**src/design/nonuniform_simpson_integrator_defines.svh**
```systemverilog
// Assertion helpers for the integrator top module
`ifndef NONUNIFORM_SIMPSON_INTEGRATOR_DEFINES_SVH
`define NONUNIFORM_SIMPSON_INTEGRATOR_DEFINES_SVH

// same-cycle implication
`define NSI_ASSERT_IMP(lbl, ante, cons) \
  lbl: assert property (@(posedge clk_i) disable iff (!rst_ni) (ante) |-> (cons)) \
    else $error("nsi: check failed");

// next-cycle implication
`define NSI_ASSERT_NXT(lbl, ante, cons) \
  lbl: assert property (@(posedge clk_i) disable iff (!rst_ni) (ante) |=> (cons)) \
    else $error("nsi: check failed");

`endif

```
**src/design/nsi_pkg.sv**
```systemverilog
package nsi_pkg;

  typedef enum logic {
    OP_MUL = 1'b0,
    OP_DIV = 1'b1
  } nsi_op_e;

  typedef struct packed {
    logic    start;
    nsi_op_e op;
  } nsi_req_t;

  typedef struct packed {
    logic [47:0] val;
    logic        sat;
  } nsi_clip_t;

  localparam logic [6:0]  MUL_STEPS = 7'd48;
  localparam logic [6:0]  DIV_STEPS = 7'd64;
  localparam logic [63:0] LIM48_U   = 64'h0000_7FFF_FFFF_FFFF;
  localparam logic [63:0] MAG48_NEG = 64'h0000_8000_0000_0000;
  localparam logic [63:0] LIM62_U   = 64'h3FFF_FFFF_FFFF_FFFF;
  localparam logic [47:0] LIM48     = 48'h7FFF_FFFF_FFFF;
  localparam logic [47:0] MIN48     = 48'h8000_0000_0000;

  // signed 64-bit value clipped to 48 bits
  function automatic nsi_clip_t clip_s64(input logic signed [63:0] v);
    nsi_clip_t r;
    if (v > $signed(LIM48_U)) begin
      r.val = LIM48;
      r.sat = 1'b1;
    end else if (v < -$signed(MAG48_NEG)) begin
      r.val = MIN48;
      r.sat = 1'b1;
    end else begin
      r.val = v[47:0];
      r.sat = 1'b0;
    end
    return r;
  endfunction

  // sign applied to a magnitude, then clipped to 48 bits
  function automatic nsi_clip_t clip_mag48(input logic [63:0] mag, input logic neg);
    nsi_clip_t   r;
    logic [63:0] m_n;
    m_n = 64'(~mag + 64'd1);
    if (!neg) begin
      r.sat = (mag > LIM48_U);
      r.val = r.sat ? LIM48 : mag[47:0];
    end else begin
      r.sat = (mag > MAG48_NEG);
      r.val = r.sat ? MIN48 : m_n[47:0];
    end
    return r;
  endfunction

endpackage

```
**src/design/nsi_muldiv.sv**
```systemverilog
module nsi_muldiv (
  input  logic             clk_i,
  input  logic             rst_ni,
  input  nsi_pkg::nsi_req_t req_i,
  input  logic [63:0]      opa_i,   // mul: multiplier in [47:0]; div: dividend
  input  logic [47:0]      opb_i,   // mul: multiplicand; div: divisor
  output logic             busy_o,
  output logic             done_o,
  output logic [95:0]      prod_o,
  output logic [63:0]      quo_o
);
  import nsi_pkg::*;

  logic        busy_q, done_q;
  nsi_op_e     op_q;
  logic [6:0]  cnt_q;
  logic [48:0] hi_q;
  logic [63:0] lo_q;
  logic [47:0] opb_q;

  logic [48:0] t_div;
  logic [49:0] add_x, add_y, sum;
  logic        ge;

  // one 50-bit adder serves both the add step and the trial subtract
  always_comb begin
    t_div = {hi_q[47:0], lo_q[63]};
    if (op_q == OP_MUL) begin
      add_x = {1'b0, hi_q};
      add_y = lo_q[0] ? {2'b00, opb_q} : 50'd0;
    end else begin
      add_x = {1'b0, t_div};
      add_y = ~{2'b00, opb_q};
    end
    sum = add_x + add_y + {49'd0, (op_q == OP_DIV)};
    ge  = ~sum[49];
  end

  always_ff @(posedge clk_i or negedge rst_ni) begin
    if (!rst_ni) begin
      busy_q <= 1'b0;
      done_q <= 1'b0;
      op_q   <= OP_MUL;
      cnt_q  <= '0;
    end else begin
      done_q <= 1'b0;
      if (req_i.start) begin
        busy_q <= 1'b1;
        op_q   <= req_i.op;
        cnt_q  <= (req_i.op == OP_MUL) ? MUL_STEPS : DIV_STEPS;
      end else if (busy_q) begin
        cnt_q <= cnt_q - 7'd1;
        if (cnt_q == 7'd1) begin
          busy_q <= 1'b0;
          done_q <= 1'b1;
        end
      end
    end
  end

  always_ff @(posedge clk_i) begin
    if (req_i.start) begin
      hi_q  <= '0;
      lo_q  <= (req_i.op == OP_MUL) ? {16'd0, opa_i[47:0]} : opa_i;
      opb_q <= opb_i;
    end else if (busy_q) begin
      if (op_q == OP_MUL) begin
        hi_q <= sum[49:1];
        lo_q <= {lo_q[63:48], sum[0], lo_q[47:1]};
      end else begin
        hi_q <= ge ? sum[48:0] : t_div;
        lo_q <= {lo_q[62:0], ge};
      end
    end
  end

  assign busy_o = busy_q;
  assign done_o = done_q;
  assign prod_o = {hi_q[47:0], lo_q[47:0]};
  assign quo_o  = lo_q;

endmodule

```
**src/design/nonuniform_simpson_integrator.sv**
```systemverilog
// Nonuniform Simpson integrator.
// Input stream: one (position, value) sample per request, tlast marks the last
// sample of a run. Output stream: one request per run carrying the 48-bit
// integral and two flags in tuser (zero-length interval, saturation).
// Every third sample of a run (and every second one after that) closes a pair
// of intervals and starts a computation on one shared shift-add / restoring
// divide unit: two 64-step divisions for h1/h0 and h0/h1, four 48-step
// multiplies and one 64-step division by six. New samples are accepted only
// while no pair is being computed. The result of a run is loaded into the
// output register in ST_FIN after the final pair is summed, once that register
// is free, or with the last sample itself when no pair is pending.
// The output register holds one result; while it is full and the receiver
// stalls, s_axis_tready stays low until it drains.
// Reset clears the run state, running sum, flags and the output valid.
`include "nonuniform_simpson_integrator_defines.svh"

module nonuniform_simpson_integrator #(
  parameter int unsigned FRAC_BITS = 16
) (
  input  logic        clk_i,
  input  logic        rst_ni,
  input  logic        s_axis_tvalid,
  output logic        s_axis_tready,
  input  logic [63:0] s_axis_tdata,   // [31:0] sample_pos, [63:32] sample_value
  input  logic        s_axis_tlast,   // last_sample
  output logic        m_axis_tvalid,
  input  logic        m_axis_tready,
  output logic [47:0] m_axis_tdata,   // [47:0] integral
  output logic [1:0]  m_axis_tuser    // [0] zero_interval_fault, [1] saturated
);
  import nsi_pkg::*;

  typedef enum logic [4:0] {
    ST_IDLE   = 5'b00001,
    ST_LAUNCH = 5'b00010,
    ST_WAIT   = 5'b00100,
    ST_ACCUM  = 5'b01000,
    ST_FIN    = 5'b10000
  } state_e;

  typedef enum logic [6:0] {
    STEP_DIVA = 7'b0000001,
    STEP_DIVB = 7'b0000010,
    STEP_MUL0 = 7'b0000100,
    STEP_MUL1 = 7'b0001000,
    STEP_MUL2 = 7'b0010000,
    STEP_MULS = 7'b0100000,
    STEP_DIV6 = 7'b1000000
  } step_e;

  localparam logic signed [49:0] TWO = 50'sd1 <<< (FRAC_BITS + 1);

  state_e             st_q, st_d;
  step_e              step_q, step_d;
  logic [1:0]         phase_q, phase_d;
  logic signed [31:0] px0_q, py0_q, px1_q, py1_q;
  logic signed [31:0] px0_d, py0_d, px1_d, py1_d;
  logic signed [31:0] ya_q, yb_q, yc_q, ya_d, yb_d, yc_d;
  logic signed [32:0] h0_q, h1_q, h0_d, h1_d;
  logic signed [47:0] a_q, b_q, a_d, b_d, t_q, t_d, sum_q, sum_d;
  logic signed [49:0] inner_q, inner_d;
  logic [63:0]        mag62_q, mag62_d;
  logic               neg_q, neg_d, fz_q, fz_d, fs_q, fs_d, last_q, last_d;
  logic               out_valid_q, out_valid_d, out_fz_q, out_fz_d, out_fs_q, out_fs_d;
  logic [47:0]        out_sum_q, out_sum_d;

  logic               s_acc, out_free, out_load, zero_hit;
  logic signed [31:0] in_pos, in_val;
  logic signed [32:0] h0_in, h1_in;
  logic signed [33:0] s_len;
  logic signed [49:0] c_src;
  logic signed [31:0] y_sel;
  nsi_clip_t          c_clip, inner_clip, r_clip, acc_clip;
  logic [31:0]        y_mag;
  logic [32:0]        h0_mag, h1_mag;
  logic [33:0]        s_mag;
  logic [47:0]        c_mag, inner_mag, q48;
  logic [95:0]        prod_sh;
  logic [63:0]        mag64;

  nsi_req_t           ureq;
  logic [63:0]        uopa;
  logic [47:0]        uopb;
  logic               unit_busy, unit_done;
  logic [95:0]        unit_prod;
  logic [63:0]        unit_quo;

  nsi_muldiv u_muldiv (
    .clk_i  (clk_i),
    .rst_ni (rst_ni),
    .req_i  (ureq),
    .opa_i  (uopa),
    .opb_i  (uopb),
    .busy_o (unit_busy),
    .done_o (unit_done),
    .prod_o (unit_prod),
    .quo_o  (unit_quo)
  );

  assign in_pos   = s_axis_tdata[31:0];
  assign in_val   = s_axis_tdata[63:32];
  assign out_free = !out_valid_q || m_axis_tready;
  assign s_axis_tready = (st_q == ST_IDLE) && out_free;
  assign s_acc    = s_axis_tvalid && s_axis_tready;

  assign h0_in    = {px1_q[31], px1_q} - {px0_q[31], px0_q};
  assign h1_in    = {in_pos[31], in_pos} - {px1_q[31], px1_q};
  assign zero_hit = (h0_in == 33'sd0) || (h1_in == 33'sd0);

  // operand preparation for the current step
  always_comb begin
    unique case (step_q)
      STEP_MUL0: begin
        c_src = TWO - {{2{a_q[47]}}, a_q};
        y_sel = ya_q;
      end
      STEP_MUL1: begin
        c_src = TWO + {{2{a_q[47]}}, a_q} + {{2{b_q[47]}}, b_q};
        y_sel = yb_q;
      end
      STEP_MUL2: begin
        c_src = TWO - {{2{b_q[47]}}, b_q};
        y_sel = yc_q;
      end
      default: begin
        c_src = TWO;
        y_sel = ya_q;
      end
    endcase
    c_clip     = clip_s64({{14{c_src[49]}}, c_src});
    inner_clip = clip_s64({{14{inner_q[49]}}, inner_q});
    y_mag      = y_sel[31] ? 32'(-y_sel) : 32'(y_sel);
    c_mag      = c_clip.val[47] ? 48'(-c_clip.val) : c_clip.val;
    inner_mag  = inner_clip.val[47] ? 48'(-inner_clip.val) : inner_clip.val;
    h0_mag     = h0_q[32] ? 33'(-h0_q) : 33'(h0_q);
    h1_mag     = h1_q[32] ? 33'(-h1_q) : 33'(h1_q);
    s_len      = {h0_q[32], h0_q} + {h1_q[32], h1_q};
    s_mag      = s_len[33] ? 34'(-s_len) : 34'(s_len);
    prod_sh    = unit_prod >> FRAC_BITS;
    mag64      = (|prod_sh[95:64]) ? '1 : prod_sh[63:0];
    r_clip     = clip_mag48((step_q == STEP_DIV6) ? unit_quo : mag64, neg_q);
    q48        = (unit_quo > LIM48_U) ? LIM48 : unit_quo[47:0];
    acc_clip   = clip_s64(64'(sum_q) + 64'(t_q));
  end

  always_comb begin
    st_d    = st_q;
    step_d  = step_q;
    phase_d = phase_q;
    px0_d   = px0_q;
    py0_d   = py0_q;
    px1_d   = px1_q;
    py1_d   = py1_q;
    ya_d    = ya_q;
    yb_d    = yb_q;
    yc_d    = yc_q;
    h0_d    = h0_q;
    h1_d    = h1_q;
    a_d     = a_q;
    b_d     = b_q;
    t_d     = t_q;
    sum_d   = sum_q;
    inner_d = inner_q;
    mag62_d = mag62_q;
    neg_d   = neg_q;
    fz_d    = fz_q;
    fs_d    = fs_q;
    last_d  = last_q;
    out_valid_d = out_valid_q && !m_axis_tready;
    out_sum_d   = out_sum_q;
    out_fz_d    = out_fz_q;
    out_fs_d    = out_fs_q;
    out_load    = 1'b0;
    ureq.start  = 1'b0;
    ureq.op     = OP_MUL;
    uopa        = '0;
    uopb        = '0;

    unique case (st_q)
      ST_IDLE: begin
        if (s_acc) begin
          last_d = s_axis_tlast;
          unique case (phase_q)
            2'd0: begin
              px0_d   = in_pos;
              py0_d   = in_val;
              phase_d = 2'd1;
            end
            2'd1: begin
              px1_d   = in_pos;
              py1_d   = in_val;
              phase_d = 2'd2;
            end
            default: begin
              px0_d   = in_pos;
              py0_d   = in_val;
              phase_d = 2'd1;
              ya_d    = py0_q;
              yb_d    = py1_q;
              yc_d    = in_val;
              h0_d    = h0_in;
              h1_d    = h1_in;
              if (zero_hit) begin
                fz_d = 1'b1;
              end else begin
                st_d   = ST_LAUNCH;
                step_d = STEP_DIVA;
              end
            end
          endcase
          if (s_axis_tlast) begin
            phase_d = 2'd0;
            if (st_d == ST_IDLE) begin
              out_load    = 1'b1;
              out_valid_d = 1'b1;
              out_sum_d   = sum_q;
              out_fz_d    = fz_d;
              out_fs_d    = fs_q;
              sum_d       = '0;
              fz_d        = 1'b0;
              fs_d        = 1'b0;
            end
          end
        end
      end

      ST_LAUNCH: begin
        ureq.start = 1'b1;
        st_d       = ST_WAIT;
        unique case (step_q)
          STEP_DIVA: begin
            ureq.op = OP_DIV;
            uopa    = 64'(h1_mag) << FRAC_BITS;
            uopb    = 48'(h0_mag);
            neg_d   = h0_q[32] ^ h1_q[32];
          end
          STEP_DIVB: begin
            ureq.op = OP_DIV;
            uopa    = 64'(h0_mag) << FRAC_BITS;
            uopb    = 48'(h1_mag);
            neg_d   = h0_q[32] ^ h1_q[32];
          end
          STEP_MUL0, STEP_MUL1, STEP_MUL2: begin
            ureq.op = OP_MUL;
            uopa    = 64'(y_mag);
            uopb    = c_mag;
            neg_d   = y_sel[31] ^ c_clip.val[47];
            fs_d    = fs_q | c_clip.sat;
          end
          STEP_MULS: begin
            ureq.op = OP_MUL;
            uopa    = 64'(s_mag);
            uopb    = inner_mag;
            neg_d   = s_len[33] ^ inner_clip.val[47];
            fs_d    = fs_q | inner_clip.sat;
          end
          default: begin
            ureq.op = OP_DIV;
            uopa    = mag62_q;
            uopb    = 48'd6;
          end
        endcase
      end

      ST_WAIT: begin
        if (unit_done) begin
          st_d = ST_LAUNCH;
          unique case (step_q)
            STEP_DIVA: begin
              a_d    = neg_q ? 48'(-q48) : q48;
              fs_d   = fs_q | (unit_quo > LIM48_U);
              step_d = STEP_DIVB;
            end
            STEP_DIVB: begin
              b_d    = neg_q ? 48'(-q48) : q48;
              fs_d   = fs_q | (unit_quo > LIM48_U);
              step_d = STEP_MUL0;
            end
            STEP_MUL0: begin
              inner_d = {{2{r_clip.val[47]}}, r_clip.val};
              fs_d    = fs_q | r_clip.sat;
              step_d  = STEP_MUL1;
            end
            STEP_MUL1, STEP_MUL2: begin
              inner_d = inner_q + {{2{r_clip.val[47]}}, r_clip.val};
              fs_d    = fs_q | r_clip.sat;
              step_d  = (step_q == STEP_MUL1) ? STEP_MUL2 : STEP_MULS;
            end
            STEP_MULS: begin
              mag62_d = (|prod_sh[95:62]) ? LIM62_U : {2'b00, prod_sh[61:0]};
              fs_d    = fs_q | (|prod_sh[95:62]);
              step_d  = STEP_DIV6;
            end
            default: begin
              t_d  = r_clip.val;
              fs_d = fs_q | r_clip.sat;
              st_d = ST_ACCUM;
            end
          endcase
        end
      end

      ST_ACCUM: begin
        sum_d = acc_clip.val;
        fs_d  = fs_q | acc_clip.sat;
        st_d  = ST_FIN;
      end

      ST_FIN: begin
        if (!last_q) begin
          st_d = ST_IDLE;
        end else if (out_free) begin
          out_load    = 1'b1;
          out_valid_d = 1'b1;
          out_sum_d   = sum_q;
          out_fz_d    = fz_q;
          out_fs_d    = fs_q;
          sum_d       = '0;
          fz_d        = 1'b0;
          fs_d        = 1'b0;
          st_d        = ST_IDLE;
        end
      end

      default: st_d = ST_IDLE;
    endcase
  end

  always_ff @(posedge clk_i or negedge rst_ni) begin
    if (!rst_ni) begin
      st_q        <= ST_IDLE;
      step_q      <= STEP_DIVA;
      phase_q     <= 2'd0;
      sum_q       <= '0;
      fz_q        <= 1'b0;
      fs_q        <= 1'b0;
      last_q      <= 1'b0;
      out_valid_q <= 1'b0;
      px0_q       <= '0;
      py0_q       <= '0;
      px1_q       <= '0;
      py1_q       <= '0;
    end else begin
      st_q        <= st_d;
      step_q      <= step_d;
      phase_q     <= phase_d;
      sum_q       <= sum_d;
      fz_q        <= fz_d;
      fs_q        <= fs_d;
      last_q      <= last_d;
      out_valid_q <= out_valid_d;
      px0_q       <= px0_d;
      py0_q       <= py0_d;
      px1_q       <= px1_d;
      py1_q       <= py1_d;
    end
  end

  always_ff @(posedge clk_i) begin
    ya_q      <= ya_d;
    yb_q      <= yb_d;
    yc_q      <= yc_d;
    h0_q      <= h0_d;
    h1_q      <= h1_d;
    a_q       <= a_d;
    b_q       <= b_d;
    t_q       <= t_d;
    inner_q   <= inner_d;
    mag62_q   <= mag62_d;
    neg_q     <= neg_d;
    out_sum_q <= out_sum_d;
    out_fz_q  <= out_fz_d;
    out_fs_q  <= out_fs_d;
  end

  assign m_axis_tvalid = out_valid_q;
  assign m_axis_tdata  = out_sum_q;
  assign m_axis_tuser  = {out_fs_q, out_fz_q};

  `NSI_ASSERT_NXT(a_last_clears_phase, s_acc && s_axis_tlast, phase_q == 2'd0)
  `NSI_ASSERT_IMP(a_done_in_wait, unit_done, st_q == ST_WAIT && !unit_busy)
  `NSI_ASSERT_NXT(a_pair_launches, s_acc && phase_q == 2'd2 && !zero_hit, st_q == ST_LAUNCH)
  `NSI_ASSERT_IMP(a_no_overrun, out_load, !out_valid_q || m_axis_tready)

endmodule
```
**config.mk**
```make
export PLATFORM = sky130hd
export DESIGN_NAME = nonuniform_simpson_integrator
export DESIGN_NICKNAME = d
export VERILOG_FILES = /design/src/design/nsi_pkg.sv /design/src/design/nsi_muldiv.sv /design/src/design/nonuniform_simpson_integrator.sv
export VERILOG_INCLUDE_DIRS = /design/src /design/src/design
export SDC_FILE = /design/constraint.sdc
export NUM_CORES = 2
export LEC_CHECK = 0
export BUFFER_PORTS_ARGS = -buffer_cell sky130_fd_sc_hd__buf_2
export CORE_MARGIN = 1
export CORE_UTILIZATION = 50
export CTS_CLUSTER_SIZE = 40
export DETAILED_ROUTE_END_ITERATION = 10
export GPL_TIMING_DRIVEN = 0
export PLACE_DENSITY = 0.68
export SKIP_LAST_GASP = 1
export SYNTH_ARGS = -nofsm -noshare
export SYNTH_HDL_FRONTEND = slang
export SYNTH_SLANG_ARGS = --single-unit
```
**constraint.sdc**
```tcl
create_clock -name clk_i -period 9.1 [get_ports clk_i]
set_input_delay 0.91 -clock clk_i [delete_from_list [all_inputs] [get_ports clk_i]]
set_output_delay 0.91 -clock clk_i [all_outputs]
set_load 0.02 [all_outputs]
```
Word level (Yosys, flattened, before mapping)
Cells that the tools add are included.
- word-level logic and storage cells: 258
- input bits: 69
- register bits: 836
- muxes and demuxes: 110
- bitwise operators: 15
- reductions and logical operators: 43
- order comparisons: 9
- $add $sub $neg: 20
- eq/ne operators: 26
- operators with widths (cell ; number):
    $mux 48 ; 17
    $mux 49 ; 10
    $mux 64 ; 7
    $pmux 64 s4 ; 1
    $pmux 48 s4 ; 1
    $pmux 50 s3 ; 1
    $neg 48->48 ; 3
    $pmux 48 s3 ; 1
    $gt 64x47->1 const B ; 2
    $gt 50x48->1 const B ; 2
    $lt 50x48->1 const B ; 2
    $pmux 50 s2 ; 1
    $sub 19x48->49 const A ; 2
    $pmux 48 s2 ; 1
    $logic_not 33->1 ; 2
    $mux 33 ; 2
    $neg 33->33 ; 2
    $sub 32x32->33 ; 2
    $gt 64x48->1 const B ; 1
    $pmux 32 s2 ; 1
    $add 49x48->50 ; 1
    $add 49x50->50 ; 1
    $add 50x1->50 ; 1
    $add 50x50->50 ; 1
    64 further kinds ; 158

Depth between registers and ports, before layout
- word-level depth: 12
- gate-level depth with buffers: 35

Hierarchy
A second synthesis with hierarchy kept.
- cells, all modules: 7569
- area, all modules: 65939.5 um^2
- by module, submodules not included (module ; times used ; seq. area each (um^2) ; cells each ; area each (um^2)):
    nonuniform_simpson_integrator ; 1 ; 18940.7 ; 6150 ; 53349.9
    nsi_muldiv ; 1 ; 4594.4 ; 1419 ; 12589.6

Least setup slack after synthesis
No wires, ideal clock.
- path kind: reg-to-reg
- from: register st_q[1]
- to: register h0_q[0], enable pin
- arrival: 8.144 ns
- data required time: 8.413 ns
- library setup time: 0.687 ns
- stages on the path, launching flop included: 6
- setup slack: 0.269 ns
- path through: dfrtp_1 > or3_1 > nor3b_1 > nand3_1 > clkbuf_1 > nor2_1
- word-level cells in the longest chain between the ends: 4
- RTL lines (what ; RTL line ; RTL):
    start, declared ; nonuniform_simpson_integrator.sv:53 ; state_e st_q, st_d;
    start signal, assigned ; nonuniform_simpson_integrator.sv:344 ; st_q <= st_d;
    $eq 5x1->1 (*) ; nonuniform_simpson_integrator.sv:103, nonuniform_simpson_integrator.sv:179 ;
    $logic_and 1x1->1 ; nonuniform_simpson_integrator.sv:103 ; assign s_axis_tready = (st_q == ST_IDLE) && out_free;
    $logic_and 1x1->1 ; nonuniform_simpson_integrator.sv:104 ; assign s_acc = s_axis_tvalid && s_axis_tready;
    $reduce_and 3->1 (no line) (*) ; - ;
    end signal, assigned ; nonuniform_simpson_integrator.sv:363 ; h0_q <= h0_d;
    end, declared ; nonuniform_simpson_integrator.sv:59 ; logic signed [32:0] h0_q, h1_q, h0_d, h1_d;
Every way passes the cells marked *; elsewhere a longest branch is shown, timed or not.
A chain may end at the register's enable or synchronous reset.

Worst setup path after layout
- from: register step_q[3]
- to: register u_muldiv.opb_q[46] (data pin)
- word-level cells in the longest chain between the ends: 8
- RTL lines (what ; RTL line ; RTL):
    start, declared ; nonuniform_simpson_integrator.sv:54 ; step_e step_q, step_d;
    start signal, assigned ; nonuniform_simpson_integrator.sv:345 ; step_q <= step_d;
    $eq 7x5->1, or another cell as far along ; nonuniform_simpson_integrator.sv:112, nonuniform_simpson_integrator.sv:230 ;
    $pmux 50 s3 ; nonuniform_simpson_integrator.sv:112 ; unique case (step_q)
    $lt 50x48->1 ; nsi_pkg.sv:32 ; end else if (v < -$signed(MAG48_NEG)) begin
    $mux 49 ; nsi_pkg.sv:32 ;
    $mux 49 ; nsi_pkg.sv:29 ; if (v > $signed(LIM48_U)) begin
    $neg 48->48 ; nonuniform_simpson_integrator.sv:133 ; c_mag = c_clip.val[47] ? 48'(-c_clip.val) : c_clip.val;
    $mux 48 ; nonuniform_simpson_integrator.sv:133 ;
    $pmux 48 s4 (*) ; nonuniform_simpson_integrator.sv:230 ; unique case (step_q)
    end signal, assigned ; nsi_muldiv.sv:65 ; opb_q <= opb_i;
    end, declared ; nsi_muldiv.sv:19 ; logic [47:0] opb_q;
Marked as above.

==> impl_metrics.env <==
export IMPL_gr_total_overflow=0
export IMPL_outcome="finished, violations left"
export IMPL_grt_util_met2_pct=60.7
export IMPL_synth_top_area_share_pct=27.5
export IMPL_cts_made_buffers=96
export IMPL_powerDensity_nw_per_um2=295
export IMPL_wl_per_cell_um=29.6
export IMPL_cts_sinks=834
export IMPL_synth_edf_count=581
export IMPL_leakage_nw=26.7
export IMPL_grt_pass1_wl_mm=385
export IMPL_grt_use_met1_pct=55.1
export IMPL_core_area_sq_um=126000
export IMPL_crit_fanout=10
export IMPL_synth_seq_area_share_pct=37.1
export IMPL_dieHeight_um=358
export IMPL_violations="capacitance limit, slew limit"
export IMPL_yosys_area_top_type="edfxtp_1"
export IMPL_antenna_found_initial=16
export IMPL_grt_max_degree=107
export IMPL_synth_ff_type="edfxtp_1"
export IMPL_portBuffers=120
export IMPL_cp_arrival_ns=9.38
export IMPL_layout_common_cells="677 x nand2_1, 606 x a21oi_1, 585 x o21ai_0, 581 x edfxtp_1, 473 x nor2_1"
export IMPL_wirelength_mm=271
export IMPL_cp_required_ns=9.49
export IMPL_grt_use_met3_pct=10.8
export IMPL_maxSlewViolCount=9
export IMPL_min_period_ns=8.99
export IMPL_drt_iter0_markers=8273
export IMPL_gp_congestion=1.09
export IMPL_gr_usage_all_layers_pct=41.0
export IMPL_ys_top_cells_by_area="edfxtp_1 28%, dfrtp_1 8.0%, ha_1 6.9%"
export IMPL_nets=7818
export IMPL_final_layout_size_suffix_gt1_share_pct=9.00
export IMPL_endpoint_kind="flop"
export IMPL_synth_warning_count=0
export IMPL_drc=0
export IMPL_final_common_cell="nand2_1"
export IMPL_max_freq_ghz=0.111
export IMPL_path_clk_slew_ns=0.06
export IMPL_htreeDepth=3
export IMPL_die_x_um=358
export IMPL_crit_path_start_kind="flop"
export IMPL_drtAntennaViolNets=0
export IMPL_pin_count=121
export IMPL_fin_util_pct=55.7
export IMPL_synthArstFlopShare_pct=24.5
export IMPL_synth_area_sq_um=63400
export IMPL_rsz0062_at_grt="yes"
export IMPL_cts_tree="built"
export IMPL_maxSlewHeadroom_pct=-7.37
export IMPL_finalHoldViolCount=0
export IMPL_start_util_pct=50.4
export IMPL_setup_viol=0
export IMPL_finClkSkew_ns=0.0678
export IMPL_syn_to_final_growth_pct=10.6
export IMPL_drv_cap=2
export IMPL_first_global_vias=56700
export IMPL_netlist_instances=7151
export IMPL_dpl_hpwl_mm=212
export IMPL_max_vdd_ir_drop_uv=275
export IMPL_crit_type="flop to flop"
export IMPL_tightest_slew_ns=1.61
export IMPL_drt_first_pass_iters=8
export IMPL_cts_root_buffer="clkbuf_16"
export IMPL_row_count=130
export IMPL_via_count=61700
export IMPL_yosys_register_bits=834
export IMPL_insertion_delay_ns=0.77
export IMPL_vias_per_cell=6.76
export IMPL_ys_types=105
export IMPL_syn_area_per_cell_sq_um=8.86
export IMPL_holdWs_ns=0.213
export IMPL_hp_class="input port to async pin"
export IMPL_synthesis_nets=7578
export IMPL_busiest_layer="met2"
export IMPL_die_area_sq_um=128000
export IMPL_cts_hold_buffers=0
export IMPL_period_share_pct=98.8
export IMPL_ctsLongestPathBuffers=3
[per-layer routing]
layer | wire, um | vias up
met3 | 30900 | 728
met1 | 109000 | 30000
li1 | - | 27400
met2 | 114000 | 3547
met4 | 16300 | 20
met5 | 268 | -
[final timing paths]
check	start	endpoint	slack, ns	depth (start not counted)
worst max-delay path	step_q[3]$_DFFE_PN0P_	u_muldiv.opb_q[46]$_SDFFCE_PN0P_	0.11	19
max in group asynchronous	rst_ni	u_muldiv.cnt_q[5]$_DFFE_PN0P_	7.74	2
worst min register to register	py1_q[30]$_DFFE_PN0P_	yb_q[30]$_DFFE_PP_	0.43	0
worst min-delay path	rst_ni	px0_q[27]$_DFFE_PN0P_	0.21	1
worst max register to register	step_q[3]$_DFFE_PN0P_	u_muldiv.opb_q[46]$_SDFFCE_PN0P_	0.11	19
min in group clk_i	s_axis_tdata[43]	yc_q[11]$_DFFE_PP_	0.36	1
[state kept, by name, summed over array words and instances, names as in the netlist, 7 cells and up]
register        flops
px1_q              32
py0_q              32
inner_q            50
ya_q               32
px0_q              32
u_muldiv.hi_q      49
step_q              7
u_muldiv.quo_o     64
u_muldiv.opb_q     48
yb_q               32
m_axis_tdata       48
h1_q               33
b_q                48
py1_q              32
sum_q              48
t_q                48
h0_q               33
mag62_q            62
yc_q               32
a_q                48
u_muldiv.cnt_q      7
[stage by stage]
| step | area [sq um] | std cells | TNS, ns | total power, W | worst slack, ns |
|---|---|---|---|---|---|
| 5_1_grt | 70100 | 9124 | -0.0769 | 0.0215 | -0.0769 |
| 2_1_floorplan | 63400 | 7151 | 0 | 0.0124 | 0.269 |
| 4_1_cts | 70000 | 9121 | -0.0285 | 0.0202 | -0.0285 |
| 6_report | 70100 | 9126 | 0 | 0.0207 | 0.109 |
| 3_5_place_dp | 66400 | 8939 | -41.88 | 0.0159 | -2.05 |
| 3_3_place_gp | 66100 | 8921 | -444.21 | 0.0158 | -2.48 |
[repair_timing]
item	4_1_cts	5_1_grt
gates resized for setup	20	20
pin swaps	3	2
buffers inserted	3	2
setup endpoints to repair	43	18
[where the power goes]
group	switching, W	internal, W
Sequential	0.000682	0.00509
Clock	0.00179	0.00245
Combinational	0.00718	0.00351
[cells in the mapped netlist, types with 36 or more instances]
library cell  number
a21oi_1          611
and2_1            37
o21bai_1          47
nand2b_1          57
nand2_1          678
a22oi_1           56
xnor2_1          257
buf_1             38
a21o_1           169
mux2i_1           95
o22ai_1          147
a211oi_1          78
o221ai_1          36
nor3_1           168
nand3_1          148
a221oi_1          41
dfrtp_1          202
edfxtp_1         581
dfxtp_1           49
o211ai_1          57
ha_1             350
nand4_1           84
a22o_1            43
nor4_1            79
o21a_1            77
mux2_2           130
nor2b_1           62
inv_1            270
or3_1             75
or2_2            101
xor2_1           225
a31oi_1           74
o31ai_1           72
clkbuf_1         342
o21ai_0          585
nor2_1           480
and3_1            48
[area by class of cell]
cell class,instances,area [sq um]
diodes,2,5.00
inverters,273,1020
well taps,1650,2060
fillers,11500,55600
clock buffers,134,2740
plain buffers,408,1600
multi-input cells,5632,37400
flip-flops and latches,834,23500
repair buffers,146,997
clock inverters,47,698
[kinds of logic (layout without fill, tap and decap cells)]
| kind of cell | after synthesis | after routing | share of synthesized area (%) |
|---|---|---|---|
| other | 0 | 2 | 0 |
| adders and majority gates | 358 | 358 | 7.16 |
| xor gates and xnor gates | 482 | 482 | 6.66 |
| AOI/OAI and AO/OA | 2408 | 2408 | 24.4 |
| muxes | 225 | 225 | 3.81 |
| buffers and inverters | 685 | 1008 | 4.16 |
| and+or+nand+nor | 2159 | 2159 | 16.7 |
| DFF | 834 | 834 | 37.1 |
[critical path, stage by stage (launching register included)]
cell       delay (ns)
dfrtp_1          0.45
nor4_1           0.61
and2_1           0.53
buf_2            0.44
clkbuf_1         0.82
clkbuf_1         0.68
clkbuf_1         0.70
a221o_1          0.37
o21ai_0          0.22
nor2_1           0.42
clkbuf_1         0.49
clkbuf_1         0.51
a21oi_1          0.27
ha_1             0.35
inv_1            0.23
a311oi_1         0.09
o2111ai_1        0.20
nor4b_1          0.12
xor2_1           0.17
a211oi_1         0.94
Power figures use the tool's default switching activity.
